===== config.mk =====
export PLATFORM = sky130hd
export DESIGN_NAME = frame_sequencer_envelope_sweep
export DESIGN_NICKNAME = d
export VERILOG_FILES = /design/src/rtl/fses_pkg.sv /design/src/rtl/fses_front.sv /design/src/rtl/fses_back.sv /design/src/rtl/frame_sequencer_envelope_sweep.sv
export SDC_FILE = /design/constraint.sdc
export NUM_CORES = 1
export LEC_CHECK = 0
export ABC_AREA = 1
export BUFFER_PORTS_ARGS = -buffer_cell sky130_fd_sc_hd__buf_2
export CAP_MARGIN = 20
export CORE_MARGIN = 4
export CORE_UTILIZATION = 55
export DETAILED_ROUTE_END_ITERATION = 8
export MAX_ROUTING_LAYER = met4
export PLACE_DENSITY = 0.72
export SLEW_MARGIN = 20
export SYNTH_ARGS = -nofsm -noshare
export SYNTH_HDL_FRONTEND = slang
export SYNTH_HIERARCHICAL = 1
export SYNTH_SLANG_ARGS = --single-unit
export TNS_END_PERCENT = 100

===== constraint.sdc =====
create_clock -name i_clk -period 13.2 [get_ports i_clk]
set_clock_uncertainty 0.05 [all_clocks]
set_input_delay 3.3 -clock i_clk [delete_from_list [all_inputs] [get_ports i_clk]]
set_output_delay 3.3 -clock i_clk [all_outputs]
set_load 0.02 [all_outputs]

===== src/rtl/fses_pkg.sv =====
//------------------------------------------------------------------------------
// fses_pkg
// Shared types, codes and tables of the frame sequencer block.
//------------------------------------------------------------------------------
`default_nettype none

package fses_pkg;

    localparam int NUM_CHANNELS_DEF = 3;
    localparam int QUEUE_DEPTH = 2;

    localparam logic [2:0] SEL_CONTROL = 3'd0;
    localparam logic [2:0] SEL_SWEEP   = 3'd1;
    localparam logic [2:0] SEL_PER_LO  = 3'd2;
    localparam logic [2:0] SEL_PER_HI  = 3'd3;
    localparam logic [2:0] SEL_ENABLE  = 3'd4;
    localparam logic [2:0] SEL_MODE    = 3'd5;

    localparam logic [19:0] ENV_MODULUS = 20'd720720;

    // Classified command handed from the front part to the back part.
    typedef enum logic [2:0] {
        K_NOP  = 3'd0,
        K_CTRL = 3'd1,
        K_SWP  = 3'd2,
        K_PLO  = 3'd3,
        K_PHI  = 3'd4,
        K_ENA  = 3'd5,
        K_MODE = 3'd6,
        K_TICK = 3'd7
    } t_kind;

    typedef struct packed {
        t_kind      kind;
        logic [1:0] chan;
        logic [7:0] data;
    } t_cmd;

    function automatic logic [7:0] len_lookup(input logic [4:0] idx);
        logic [7:0] v;
        case (idx)
            5'd0: v = 8'h0a;  5'd1: v = 8'hfe;  5'd2: v = 8'h14;  5'd3: v = 8'h02;
            5'd4: v = 8'h28;  5'd5: v = 8'h04;  5'd6: v = 8'h50;  5'd7: v = 8'h06;
            5'd8: v = 8'ha0;  5'd9: v = 8'h08;  5'd10: v = 8'h3c; 5'd11: v = 8'h0a;
            5'd12: v = 8'h0e; 5'd13: v = 8'h0c; 5'd14: v = 8'h1a; 5'd15: v = 8'h0e;
            5'd16: v = 8'h0c; 5'd17: v = 8'h10; 5'd18: v = 8'h18; 5'd19: v = 8'h12;
            5'd20: v = 8'h30; 5'd21: v = 8'h14; 5'd22: v = 8'h60; 5'd23: v = 8'h16;
            5'd24: v = 8'hc0; 5'd25: v = 8'h18; 5'd26: v = 8'h48; 5'd27: v = 8'h1a;
            5'd28: v = 8'h10; 5'd29: v = 8'h1c; 5'd30: v = 8'h20; 5'd31: v = 8'h1e;
            default: v = 8'h00;
        endcase
        return v;
    endfunction

endpackage

`default_nettype wire


===== src/rtl/fses_front.sv =====
//------------------------------------------------------------------------------
// fses_front
// Accepts items, classifies them into commands and queues them for the back.
//------------------------------------------------------------------------------
`default_nettype none

module fses_front
    import fses_pkg::*;
#(
    parameter int NUM_CHANNELS = NUM_CHANNELS_DEF
) (
    input  wire logic       i_clk,
    input  wire logic       i_rst_n,
    input  wire logic       i_valid,
    output logic            o_stall,
    input  wire logic       i_opcode,
    input  wire logic [2:0] i_reg_select,
    input  wire logic [1:0] i_channel,
    input  wire logic [7:0] i_write_data,
    output logic            o_cmd_valid,
    output t_cmd            o_cmd,
    input  wire logic       i_cmd_take
);

    t_cmd r_queue [QUEUE_DEPTH];
    logic r_wr_ptr, r_rd_ptr;
    logic [1:0] r_fill;
    t_cmd n_cmd;
    logic push, pop;
    logic chan_ok;

    assign chan_ok = ({1'b0, i_channel} < 3'(NUM_CHANNELS));

    always_comb begin
        n_cmd.chan = i_channel;
        n_cmd.data = i_write_data;
        n_cmd.kind = K_NOP;
        if (i_opcode) begin
            n_cmd.kind = K_TICK;
        end else begin
            case (i_reg_select)
                SEL_CONTROL: n_cmd.kind = chan_ok ? K_CTRL : K_NOP;
                SEL_SWEEP:   n_cmd.kind = chan_ok ? K_SWP : K_NOP;
                SEL_PER_LO:  n_cmd.kind = chan_ok ? K_PLO : K_NOP;
                SEL_PER_HI:  n_cmd.kind = chan_ok ? K_PHI : K_NOP;
                SEL_ENABLE:  n_cmd.kind = K_ENA;
                SEL_MODE:    n_cmd.kind = K_MODE;
                default:     n_cmd.kind = K_NOP;
            endcase
        end
    end

    assign o_stall     = (r_fill == 2'(QUEUE_DEPTH));
    assign push        = i_valid && !o_stall;
    assign o_cmd_valid = (r_fill != 2'd0);
    assign pop         = o_cmd_valid && i_cmd_take;
    assign o_cmd       = r_queue[r_rd_ptr];

    always_ff @(posedge i_clk) begin
        if (!i_rst_n) begin
            r_wr_ptr <= 1'b0;
            r_rd_ptr <= 1'b0;
            r_fill   <= 2'd0;
        end else begin
            if (push) r_wr_ptr <= !r_wr_ptr;
            if (pop)  r_rd_ptr <= !r_rd_ptr;
            r_fill <= r_fill + 2'(push) - 2'(pop);
        end
    end

    always_ff @(posedge i_clk) begin
        if (push) begin
            r_queue[r_wr_ptr] <= n_cmd;
        end
    end

endmodule

`default_nettype wire


===== src/rtl/fses_back.sv =====
//------------------------------------------------------------------------------
// fses_back
// Executes queued commands one channel per cycle and holds the result item.
//------------------------------------------------------------------------------
`default_nettype none

module fses_back
    import fses_pkg::*;
#(
    parameter int NUM_CHANNELS = NUM_CHANNELS_DEF
) (
    input  wire logic        i_clk,
    input  wire logic        i_rst_n,
    input  wire logic        i_cmd_valid,
    input  wire t_cmd        i_cmd,
    output logic             o_cmd_take,
    output logic             o_valid,
    input  wire logic        i_stall,
    output logic [3:0]       o_volume_a,
    output logic [3:0]       o_volume_b,
    output logic [3:0]       o_volume_c,
    output logic [11:0]      o_period_a,
    output logic [11:0]      o_period_b,
    output logic [11:0]      o_period_c,
    output logic [5:0]       o_duty_codes,
    output logic [2:0]       o_active_mask
);

    localparam int CW = (NUM_CHANNELS > 1) ? $clog2(NUM_CHANNELS) : 1;

    typedef enum logic [3:0] {
        ST_IDLE = 4'b0001,
        ST_RUN  = 4'b0010,
        ST_DIV  = 4'b0100,
        ST_OUT  = 4'b1000
    } t_state;

    t_state r_state;
    t_cmd   r_cmd;
    logic [CW-1:0] r_ch;
    logic   r_half, r_quarter;
    logic   r_mode;
    logic [2:0] r_step;

    logic [11:0] r_period  [NUM_CHANNELS];
    logic [7:0]  r_len     [NUM_CHANNELS];
    logic        r_cnt_on  [NUM_CHANNELS];
    logic        r_env_on  [NUM_CHANNELS];
    logic [3:0]  r_decay   [NUM_CHANNELS];
    logic [1:0]  r_duty    [NUM_CHANNELS];
    logic        r_swp_on  [NUM_CHANNELS];
    logic [2:0]  r_shift   [NUM_CHANNELS];
    logic        r_negate  [NUM_CHANNELS];
    logic [2:0]  r_rate    [NUM_CHANNELS];
    logic [7:0]  r_swp_cnt [NUM_CHANNELS];
    logic [3:0]  r_level   [NUM_CHANNELS];
    logic [19:0] r_env_cnt [NUM_CHANNELS];
    logic        r_enabled [NUM_CHANNELS];
    logic        r_expired [NUM_CHANNELS];

    // Per-channel divider remainders tracked alongside the counters so that
    // the modulo tests need only an increment and a compare.
    logic [2:0]  r_swp_rem [NUM_CHANNELS];
    logic [3:0]  r_env_rem [NUM_CHANNELS];

    // Remainder rebuild after a divisor change, four dividend bits per cycle.
    logic [19:0] r_div_num;
    logic [4:0]  r_div_den;
    logic [4:0]  r_div_rem;
    logic [2:0]  r_div_cnt;
    logic [4:0]  n_div_rem;
    logic [5:0]  d_trial;

    logic [3:0]  r_vol_o [3];
    logic [11:0] r_per_o [3];
    logic [5:0]  r_duty_o;
    logic [2:0]  r_act_o;

    logic [2:0] n_step;
    logic       last_ch;

    // Work on the selected channel during a tick.
    logic [7:0]  h_len;
    logic        h_cnt_on, h_expired, h_swp_hit, h_swp_go;
    logic [7:0]  h_swp_cnt;
    logic [2:0]  h_swp_rem;
    logic [12:0] h_sum;
    logic [11:0] h_delta, h_period;
    logic        h_cut;
    logic [19:0] q_env_cnt;
    logic [3:0]  q_env_rem, q_level;

    assign o_cmd_take = (r_state == ST_IDLE);
    assign last_ch    = (r_ch == CW'(NUM_CHANNELS - 1));

    always_comb begin
        if (r_mode) n_step = (r_step == 3'd4) ? 3'd0 : r_step + 3'd1;
        else        n_step = {1'b0, r_step[1:0] + 2'd1};
    end

    always_comb begin
        n_div_rem = r_div_rem;
        d_trial   = 6'd0;
        for (int k = 0; k < 4; k++) begin
            d_trial = {n_div_rem, r_div_num[19 - k]};
            if (d_trial >= {1'b0, r_div_den}) d_trial = d_trial - {1'b0, r_div_den};
            n_div_rem = d_trial[4:0];
        end
    end

    always_comb begin
        h_len     = r_len[r_ch];
        h_cnt_on  = r_cnt_on[r_ch];
        h_expired = r_expired[r_ch];
        if (r_cnt_on[r_ch]) begin
            h_len = r_len[r_ch] - 8'd1;
            if (h_len == 8'd0) begin
                h_cnt_on  = 1'b0;
                h_expired = 1'b1;
            end
        end
        h_swp_go  = r_swp_on[r_ch] && (h_len != 8'd0) && (r_shift[r_ch] != 3'd0);
        h_swp_cnt = r_swp_cnt[r_ch] + 8'd1;
        // The count wraps modulo 256, so the remainder restarts at zero too.
        if (h_swp_cnt == 8'd0) h_swp_rem = 3'd0;
        else if (r_swp_rem[r_ch] == r_rate[r_ch]) h_swp_rem = 3'd0;
        else h_swp_rem = r_swp_rem[r_ch] + 3'd1;
        h_swp_hit = h_swp_go && (h_swp_rem == 3'd0);
        h_delta   = r_period[r_ch] >> r_shift[r_ch];
        if (r_negate[r_ch]) h_sum = {1'b0, r_period[r_ch]} - {1'b0, h_delta};
        else                h_sum = {1'b0, r_period[r_ch]} + {1'b0, h_delta};
        h_period = r_period[r_ch];
        if (h_swp_hit) h_period = h_sum[12] ? 12'hfff : h_sum[11:0];
        h_cut = (h_period > 12'h7ff) || (h_period < 12'd8);

        q_env_cnt = (r_env_cnt[r_ch] == ENV_MODULUS - 20'd1) ? 20'd0
                                                              : r_env_cnt[r_ch] + 20'd1;
        if (q_env_cnt == 20'd0) q_env_rem = 4'd0;
        else if (r_env_rem[r_ch] == r_decay[r_ch]) q_env_rem = 4'd0;
        else q_env_rem = r_env_rem[r_ch] + 4'd1;
        q_level = r_level[r_ch];
        if (q_env_rem == 4'd0) begin
            // The envelope sees the length flag after this tick's half-frame work.
            if (r_level[r_ch] == 4'd0 && (r_half ? h_cnt_on : r_cnt_on[r_ch]))
                q_level = 4'hf;
            else if (r_level[r_ch] != 4'd0) q_level = r_level[r_ch] - 4'd1;
        end
    end

    always_ff @(posedge i_clk) begin
        if (!i_rst_n) begin
            r_state <= ST_IDLE;
            r_mode  <= 1'b0;
            r_step  <= 3'd0;
            r_ch    <= '0;
            for (int c = 0; c < NUM_CHANNELS; c++) begin
                r_period[c] <= '0;  r_len[c] <= '0;     r_cnt_on[c] <= 1'b0;
                r_env_on[c] <= 1'b0; r_decay[c] <= '0;  r_duty[c] <= '0;
                r_swp_on[c] <= 1'b0; r_shift[c] <= '0;  r_negate[c] <= 1'b0;
                r_rate[c] <= '0;    r_swp_cnt[c] <= '0; r_level[c] <= '0;
                r_env_cnt[c] <= '0; r_enabled[c] <= 1'b0; r_expired[c] <= 1'b0;
                r_swp_rem[c] <= '0; r_env_rem[c] <= '0;
            end
        end else begin
            case (r_state)
                ST_IDLE: begin
                    if (i_cmd_valid) begin
                        r_cmd   <= i_cmd;
                        r_ch    <= '0;
                        r_state <= ST_RUN;
                        if (i_cmd.kind == K_TICK) begin
                            r_step    <= n_step;
                            r_half    <= n_step[0];
                            r_quarter <= !(r_mode && n_step == 3'd4);
                        end else begin
                            r_half    <= 1'b0;
                            r_quarter <= 1'b0;
                        end
                    end
                end
                ST_RUN: begin
                    if (r_cmd.kind == K_TICK) begin
                        if (r_half) begin
                            r_len[r_ch]    <= h_len;
                            r_cnt_on[r_ch] <= h_cnt_on;
                            r_expired[r_ch] <= h_expired;
                            if (h_swp_go) begin
                                r_swp_cnt[r_ch] <= h_swp_cnt;
                                r_swp_rem[r_ch] <= h_swp_rem;
                            end
                            r_period[r_ch] <= h_period;
                            if (h_cut) begin
                                r_swp_on[r_ch]  <= 1'b0;
                                r_enabled[r_ch] <= 1'b0;
                            end
                        end
                        if (r_quarter && r_env_on[r_ch]) begin
                            r_env_cnt[r_ch] <= q_env_cnt;
                            r_env_rem[r_ch] <= q_env_rem;
                            r_level[r_ch]   <= q_level;
                        end
                        if (last_ch) r_state <= ST_OUT;
                        else r_ch <= r_ch + CW'(1);
                    end else begin
                        case (r_cmd.kind)
                            K_CTRL: begin
                                r_decay[r_cmd.chan[CW-1:0]]  <= r_cmd.data[3:0];
                                r_env_on[r_cmd.chan[CW-1:0]] <= !r_cmd.data[4];
                                r_cnt_on[r_cmd.chan[CW-1:0]] <= !r_cmd.data[5];
                                r_duty[r_cmd.chan[CW-1:0]]   <= r_cmd.data[7:6];
                                // A new divisor restarts the remainder from the count.
                                r_div_num <= r_env_cnt[r_cmd.chan[CW-1:0]];
                                r_div_den <= {1'b0, r_cmd.data[3:0]} + 5'd1;
                                r_div_rem <= 5'd0;
                                r_div_cnt <= 3'd5;
                            end
                            K_SWP: begin
                                r_shift[r_cmd.chan[CW-1:0]]  <= r_cmd.data[2:0];
                                r_negate[r_cmd.chan[CW-1:0]] <= r_cmd.data[3];
                                r_rate[r_cmd.chan[CW-1:0]]   <= r_cmd.data[6:4];
                                r_swp_on[r_cmd.chan[CW-1:0]] <= r_cmd.data[7];
                                r_div_num <= {r_swp_cnt[r_cmd.chan[CW-1:0]], 12'd0};
                                r_div_den <= {2'b0, r_cmd.data[6:4]} + 5'd1;
                                r_div_rem <= 5'd0;
                                r_div_cnt <= 3'd2;
                            end
                            K_PLO: r_period[r_cmd.chan[CW-1:0]][7:0] <= r_cmd.data;
                            K_PHI: begin
                                r_period[r_cmd.chan[CW-1:0]][11:8] <= {1'b0, r_cmd.data[2:0]};
                                r_len[r_cmd.chan[CW-1:0]]     <= len_lookup(r_cmd.data[7:3]);
                                r_level[r_cmd.chan[CW-1:0]]   <= 4'hf;
                                r_env_cnt[r_cmd.chan[CW-1:0]] <= '0;
                                r_env_rem[r_cmd.chan[CW-1:0]] <= '0;
                                r_swp_cnt[r_cmd.chan[CW-1:0]] <= '0;
                                r_swp_rem[r_cmd.chan[CW-1:0]] <= '0;
                                r_expired[r_cmd.chan[CW-1:0]] <= 1'b0;
                            end
                            K_ENA: begin
                                for (int c = 0; c < NUM_CHANNELS; c++)
                                    r_enabled[c] <= r_cmd.data[c];
                            end
                            K_MODE: r_mode <= r_cmd.data[7];
                            default: ;
                        endcase
                        if (r_cmd.kind == K_CTRL || r_cmd.kind == K_SWP) r_state <= ST_DIV;
                        else r_state <= ST_OUT;
                    end
                end
                ST_DIV: begin
                    r_div_rem <= n_div_rem;
                    r_div_num <= {r_div_num[15:0], 4'd0};
                    r_div_cnt <= r_div_cnt - 3'd1;
                    if (r_div_cnt == 3'd1) begin
                        if (r_cmd.kind == K_CTRL)
                            r_env_rem[r_cmd.chan[CW-1:0]] <= n_div_rem[3:0];
                        else
                            r_swp_rem[r_cmd.chan[CW-1:0]] <= n_div_rem[2:0];
                        r_state <= ST_OUT;
                    end
                end
                ST_OUT: begin
                    if (!i_stall) r_state <= ST_IDLE;
                end
                default: r_state <= ST_IDLE;
            endcase
        end
    end

    always_comb begin
        for (int c = 0; c < 3; c++) begin
            r_vol_o[c] = 4'd0;
            r_per_o[c] = 12'd0;
        end
        r_duty_o = 6'd0;
        r_act_o  = 3'd0;
        for (int c = 0; c < NUM_CHANNELS && c < 3; c++) begin
            r_vol_o[c] = r_env_on[c] ? r_level[c] : r_decay[c];
            r_per_o[c] = r_period[c];
            r_duty_o[2*c +: 2] = r_duty[c];
            r_act_o[c] = r_enabled[c] && !r_expired[c];
        end
    end

    assign o_valid       = (r_state == ST_OUT);
    assign o_volume_a    = r_vol_o[0];
    assign o_volume_b    = r_vol_o[1];
    assign o_volume_c    = r_vol_o[2];
    assign o_period_a    = r_per_o[0];
    assign o_period_b    = r_per_o[1];
    assign o_period_c    = r_per_o[2];
    assign o_duty_codes  = r_duty_o;
    assign o_active_mask = r_act_o;

endmodule

`default_nettype wire


===== src/rtl/frame_sequencer_envelope_sweep.sv =====
//------------------------------------------------------------------------------
// frame_sequencer_envelope_sweep
// Length counters, period sweep and envelopes of a three-channel sound unit.
//------------------------------------------------------------------------------
// Channel  Direction  Handshake            Content
// in       input      i_valid / o_stall    opcode, reg_select, channel, write_data
// out      output     o_valid / i_stall    volumes, periods, duty codes, active mask
//
// A write passes the queue, then the run and output states of the back part; a control
// or sweep write also passes the divide state, which rebuilds the divider remainder
// four bits per cycle. In a tick the back part walks the channels one per cycle.
// The two-entry command queue lets the input run ahead while a result waits.
// Reset is synchronous and clears all channel state; no clearing pass is needed.
//------------------------------------------------------------------------------
`default_nettype none

module frame_sequencer_envelope_sweep
    import fses_pkg::*;
#(
    parameter int NUM_CHANNELS = NUM_CHANNELS_DEF
) (
    input  wire logic        i_clk,
    input  wire logic        i_rst_n,
    input  wire logic        i_valid,
    output logic             o_stall,
    input  wire logic        i_opcode,
    input  wire logic [2:0]  i_reg_select,
    input  wire logic [1:0]  i_channel,
    input  wire logic [7:0]  i_write_data,
    output logic             o_valid,
    input  wire logic        i_stall,
    output logic [3:0]       o_volume_a,
    output logic [3:0]       o_volume_b,
    output logic [3:0]       o_volume_c,
    output logic [11:0]      o_period_a,
    output logic [11:0]      o_period_b,
    output logic [11:0]      o_period_c,
    output logic [5:0]       o_duty_codes,
    output logic [2:0]       o_active_mask
);

    logic cmd_valid, cmd_take;
    t_cmd cmd;

    fses_front #(.NUM_CHANNELS(NUM_CHANNELS)) u_front (
        .i_clk, .i_rst_n, .i_valid, .o_stall,
        .i_opcode, .i_reg_select, .i_channel, .i_write_data,
        .o_cmd_valid(cmd_valid), .o_cmd(cmd), .i_cmd_take(cmd_take)
    );

    fses_back #(.NUM_CHANNELS(NUM_CHANNELS)) u_back (
        .i_clk, .i_rst_n,
        .i_cmd_valid(cmd_valid), .i_cmd(cmd), .o_cmd_take(cmd_take),
        .o_valid, .i_stall,
        .o_volume_a, .o_volume_b, .o_volume_c,
        .o_period_a, .o_period_b, .o_period_c,
        .o_duty_codes, .o_active_mask
    );

endmodule

`default_nettype wire


==> flow_metrics.py <==
metrics = {
    "clock_tree": {
        "ctsResizeCount": 0,
        "cts_setup_buffers": 0,
        "clk_pin_slew_ps": 60,
        "cts.path.max_buffers": 3,
        "numCtsBuffers": 43,
        "clock-root-buffer": "clkbuf_16",
        "cts_sinks": 404,
        "h-tree-depth": 2,
        "cts_tree": "yes",
        "hold_buffers": 0,
        "worstSkewPairLatency_ps": 550,
    },
    "yosys": {
        "synth_compound_area_frac": 0.1008,
        "ys_ff_latch": 404,
        "synth_xor_area_frac": 0.01970,
        "synthMuxAreaShare": 0.007955,
        "synth_nets": 2856,
        "synth_common_cells": "nand2_1, nor2_1, edfxtp_1",
        "yosysTopAreaCell": "edfxtp_1",
        "synthArstFlopShare": 0,
        "ys_seq_area_frac": 0.5057,
        "synth_fa_ha_area_frac": 0.03572,
        "synth-edff-count": 360,
        "synth_warnings": 6,
        "synth_top_cell_area_share": 0.4676,
        "avgSynthCellArea_sq_um": 8.332,
        "ys_types": 63,
        "syn-instance-count": 2775,
        "synth_top_family_by_area": "simple AND/OR/NAND/NOR gates",
        "synth.most_common_cell": "nand2_1",
        "synthSimpleGateAreaFrac": 0.2581,
        "synth_area_sq_um": 23120,
        "synthTopCellsByArea": "edfxtp_1, nand2_1, nor2_1",
        "synth_flop_cell": "edfxtp_1",
    },
    "timing": {
        "fin_crit_sh": 0.5612,
        "slew_headroom": 0.2997,
        "finalHoldViolCount": 0,
        "drv_slew": 0,
        "setup_violations": 0,
        "max_freq_mhz": 135.0,
        "setup_slack_ps": 5792,
        "setup_tns_ps": 0,
        "rsz0062_at_grt": "false",
        "fin_crit_ps": 7408,
        "tightest_slew_ps": 1049,
    },
    "setup_path": {
        "slowest_delay_ps": 490,
        "slowest_stage": "fa_1",
        "cpMostUsedCell": "inv_1",
        "start_kind": "flip-flop",
        "cp.arrival_ps": 7760,
        "critPathRequiredTime_ps": 13550,
        "worst-path-max-fanout": 9,
        "worstSetupPathType": "flip-flop to flip-flop",
        "endpoint_kind": "flip-flop",
        "r2r_slack_ps": 5790,
    },
    "power": {
        "cellLeakagePower_uw": 0.01080,
        "pwr-share-seq": 0.318,
        "swShare": 0.4227,
        "p_int_uw": 2986,
        "power_density_nw_per_um2": 205.4,
        "combPwrFrac": 0.444,
        "power_frac_clock": 0.238,
        "p_switching_uw": 2187,
        "peakVddDrop_mv": 0.1353,
    },
    "global_routing": {
        "grt_pass1_wl_um": 101500,
        "globalRoute.totalOverflow": 0,
        "antenna_found_initial": 1,
        "grt_use_total": 0.2940,
        "globalRouteMet1Util": 0.4198,
        "grt.met2_usage": 0.4450,
        "grt_start_max_net_pins": 77,
        "grt-busiest-layer": "met2",
        "grt_util_met3": 0.05098,
        "grt_pass1_vias": 18360,
    },
    "routing": {
        "firstDrtPassIters": 6,
        "num_vias": 19910,
        "avgViaCountPerCell": 5.897,
        "drc_errors": 0,
        "wire_per_inst_um": 19.55,
        "initialDrtViolationCount": 2587,
        "wl_um": 66020,
        "ant_nets": 0,
    },
    "floorplan": {
        "die_w_um": 213.0,
        "initial_core_util": 0.5612,
        "coreArea_sq_um": 41200,
        "die_area_sq_um": 45380,
        "fp-row-count": 74,
        "dieHeight_um": 213.0,
        "ios": 77,
    },
    "layout": {
        "finalNonFillerCells": 3377,
        "nets": 2893,
        "nFillCells": 3568,
        "syn_to_final_growth_pct": 8.918,
        "layout-drive-gt1-share": 0.08298,
    },
    "status": {
        "status": "completed",
    },
    "place": {
        "dp_slack_ps": 5027,
        "place_inst": 3299,
        "gp_congestion": 0.9360,
        "hpwl_um": 46980,
        "io_buffer_count": 76,
    },
    "job": {
        "maxCapViolations": 0,
    },
    "min_path": {
        "hold_class": "flip-flop to flip-flop",
    },
}
==> registers in the layout, indices dropped and copies added (netlist names), 4 cells and up, named ones only <==
name and count:
u_back/r_swp_cnt 32, u_back/r_negate 4, u_front/r_queue 26, u_back/r_period 48, u_back/r_shift 12, u_back/r_state 4
u_back/r_rate 12, u_back/r_env_cnt 80, u_back/r_swp_rem 12, u_back/r_div_num 20, u_back/r_cnt_on 4, u_back/r_env_on 4
u_back/r_len 32, u_back/r_div_rem 5, u_back/r_div_den 5, u_back/r_duty 6, u_back/r_env_rem 16, u_back/r_swp_on 4
u_back/r_level 16, u_back/r_cmd 13, u_back/r_decay 16
==> cell usage in the layout, fill, tap and decap left out, types with 5 or more instances in the layout <==
| cell type | synthesis | final |
|---|---|---|
| a211oi_1 | 5 | 5 |
| a21oi_1 | 118 | 118 |
| a22o_1 | 5 | 5 |
| a31oi_1 | 11 | 11 |
| a32oi_1 | 7 | 7 |
| buf_2 | 26 | 76 |
| buf_4 | 15 | 19 |
| bufinv_16 | 0 | 5 |
| clkbuf_1 | 47 | 14 |
| clkbuf_16 | 0 | 45 |
| clkbuf_8 | 0 | 5 |
| clkinv_1 | 4 | 9 |
| dfxtp_1 | 44 | 41 |
| edfxtp_1 | 360 | 360 |
| fa_1 | 5 | 5 |
| ha_1 | 58 | 58 |
| inv_1 | 267 | 266 |
| inv_2 | 16 | 16 |
| mux2_4 | 10 | 10 |
| nand2_1 | 702 | 699 |
| nand2_2 | 7 | 10 |
| nand3_1 | 212 | 212 |
| nand3b_1 | 5 | 5 |
| nand4_1 | 18 | 18 |
| nor2_1 | 442 | 440 |
| nor2_2 | 9 | 11 |
| nor3_1 | 16 | 16 |
| nor4_1 | 6 | 6 |
| o211ai_1 | 6 | 6 |
| o21a_1 | 7 | 7 |
| o21ai_0 | 175 | 175 |
| o21ai_1 | 16 | 16 |
| o22ai_1 | 31 | 31 |
| or2_2 | 7 | 7 |
| xnor2_1 | 21 | 21 |
| xor2_1 | 31 | 31 |
==> per-layer routing <==
layer	share of wire	vias to the layer above
met3	0.11	106
met4	0.021	0
li1	-	9343
met2	0.46	1023
met1	0.42	9442
met5	0	-
==> power by group through the flow <==
| stage | Sequential (uW) | Clock (uW) | Combinational, uW |
|---|---|---|---|
| floorplan | 1610 | 0 | 1690 |
| global placement | 1670 | 0 | 2200 |
| detailed placement | 1670 | 0 | 2220 |
| CTS | 1640 | 1250 | 2250 |
| global route | 1650 | 1300 | 2540 |
| finish | 1650 | 1230 | 2300 |
==> worst max-delay path, delay by kind of cell (launching register included) <==
family	cells	cell delay, ps
AO/OA/AOI/OAI	13	2090
AND/OR/NAND/NOR	15	2060
adder cells (fa/ha/maj)	4	1660
buffers and inverters	8	950
flip-flops	1	450
==> path summary, 6_finish.rpt <==
path	start	endpoint	cells past startpoint
setup / recovery	u_back/r_div_den[1]	u_back/r_swp_rem[0][1]	40
hold / removal	u_back/r_cnt_on[0]	u_back/r_cnt_on[0]	2
setup reg to reg	u_back/r_div_den[1]	u_back/r_swp_rem[0][1]	40
hold reg to reg	u_back/r_cnt_on[0]	u_back/r_cnt_on[0]	2
==> cell type report <==
type,instances,area (sq um),share of cell area
sequential,404,11700,0.4645
multi-input combinational,1980,9776,0.3882
clock buffer,64,1247,0.04954
inverter,288,1086,0.04313
tap,532,665.6,0.02643
timing repair buffer,95,523.0,0.02077
clock inverter,13,185.2,0.007353
antenna,1,2.502,0.00009937
==> cell families (layout without fill, tap and decap cells) <==
group           Yosys count  count (layout)
simple gates           1444            1444
xor+xnor                 52              52
other cells               0               1
mux                      13              13
buf+inv                 391             460
fa+ha+maj                63              63
flops                   404             404
compound gates          408             408
==> metrics by stage <==
step | cell area [sq um] | hold WS, ps | power (uW) | utilization
final | 25180 | 438.2 | 5172 | 0.6112
after CTS | 25170 | 429.9 | 5136 | 0.6109
after floorplan | 23120 | 395.0 | 3305 | -
after detailed placement | 23740 | 412.9 | 3892 | 0.5761
after global placement | 23740 | 417.5 | 3866 | 0.5761
after global routing | 25180 | 453.0 | 5501 | 0.6112
No activity file was read; power rests on OpenSTA's default activity.
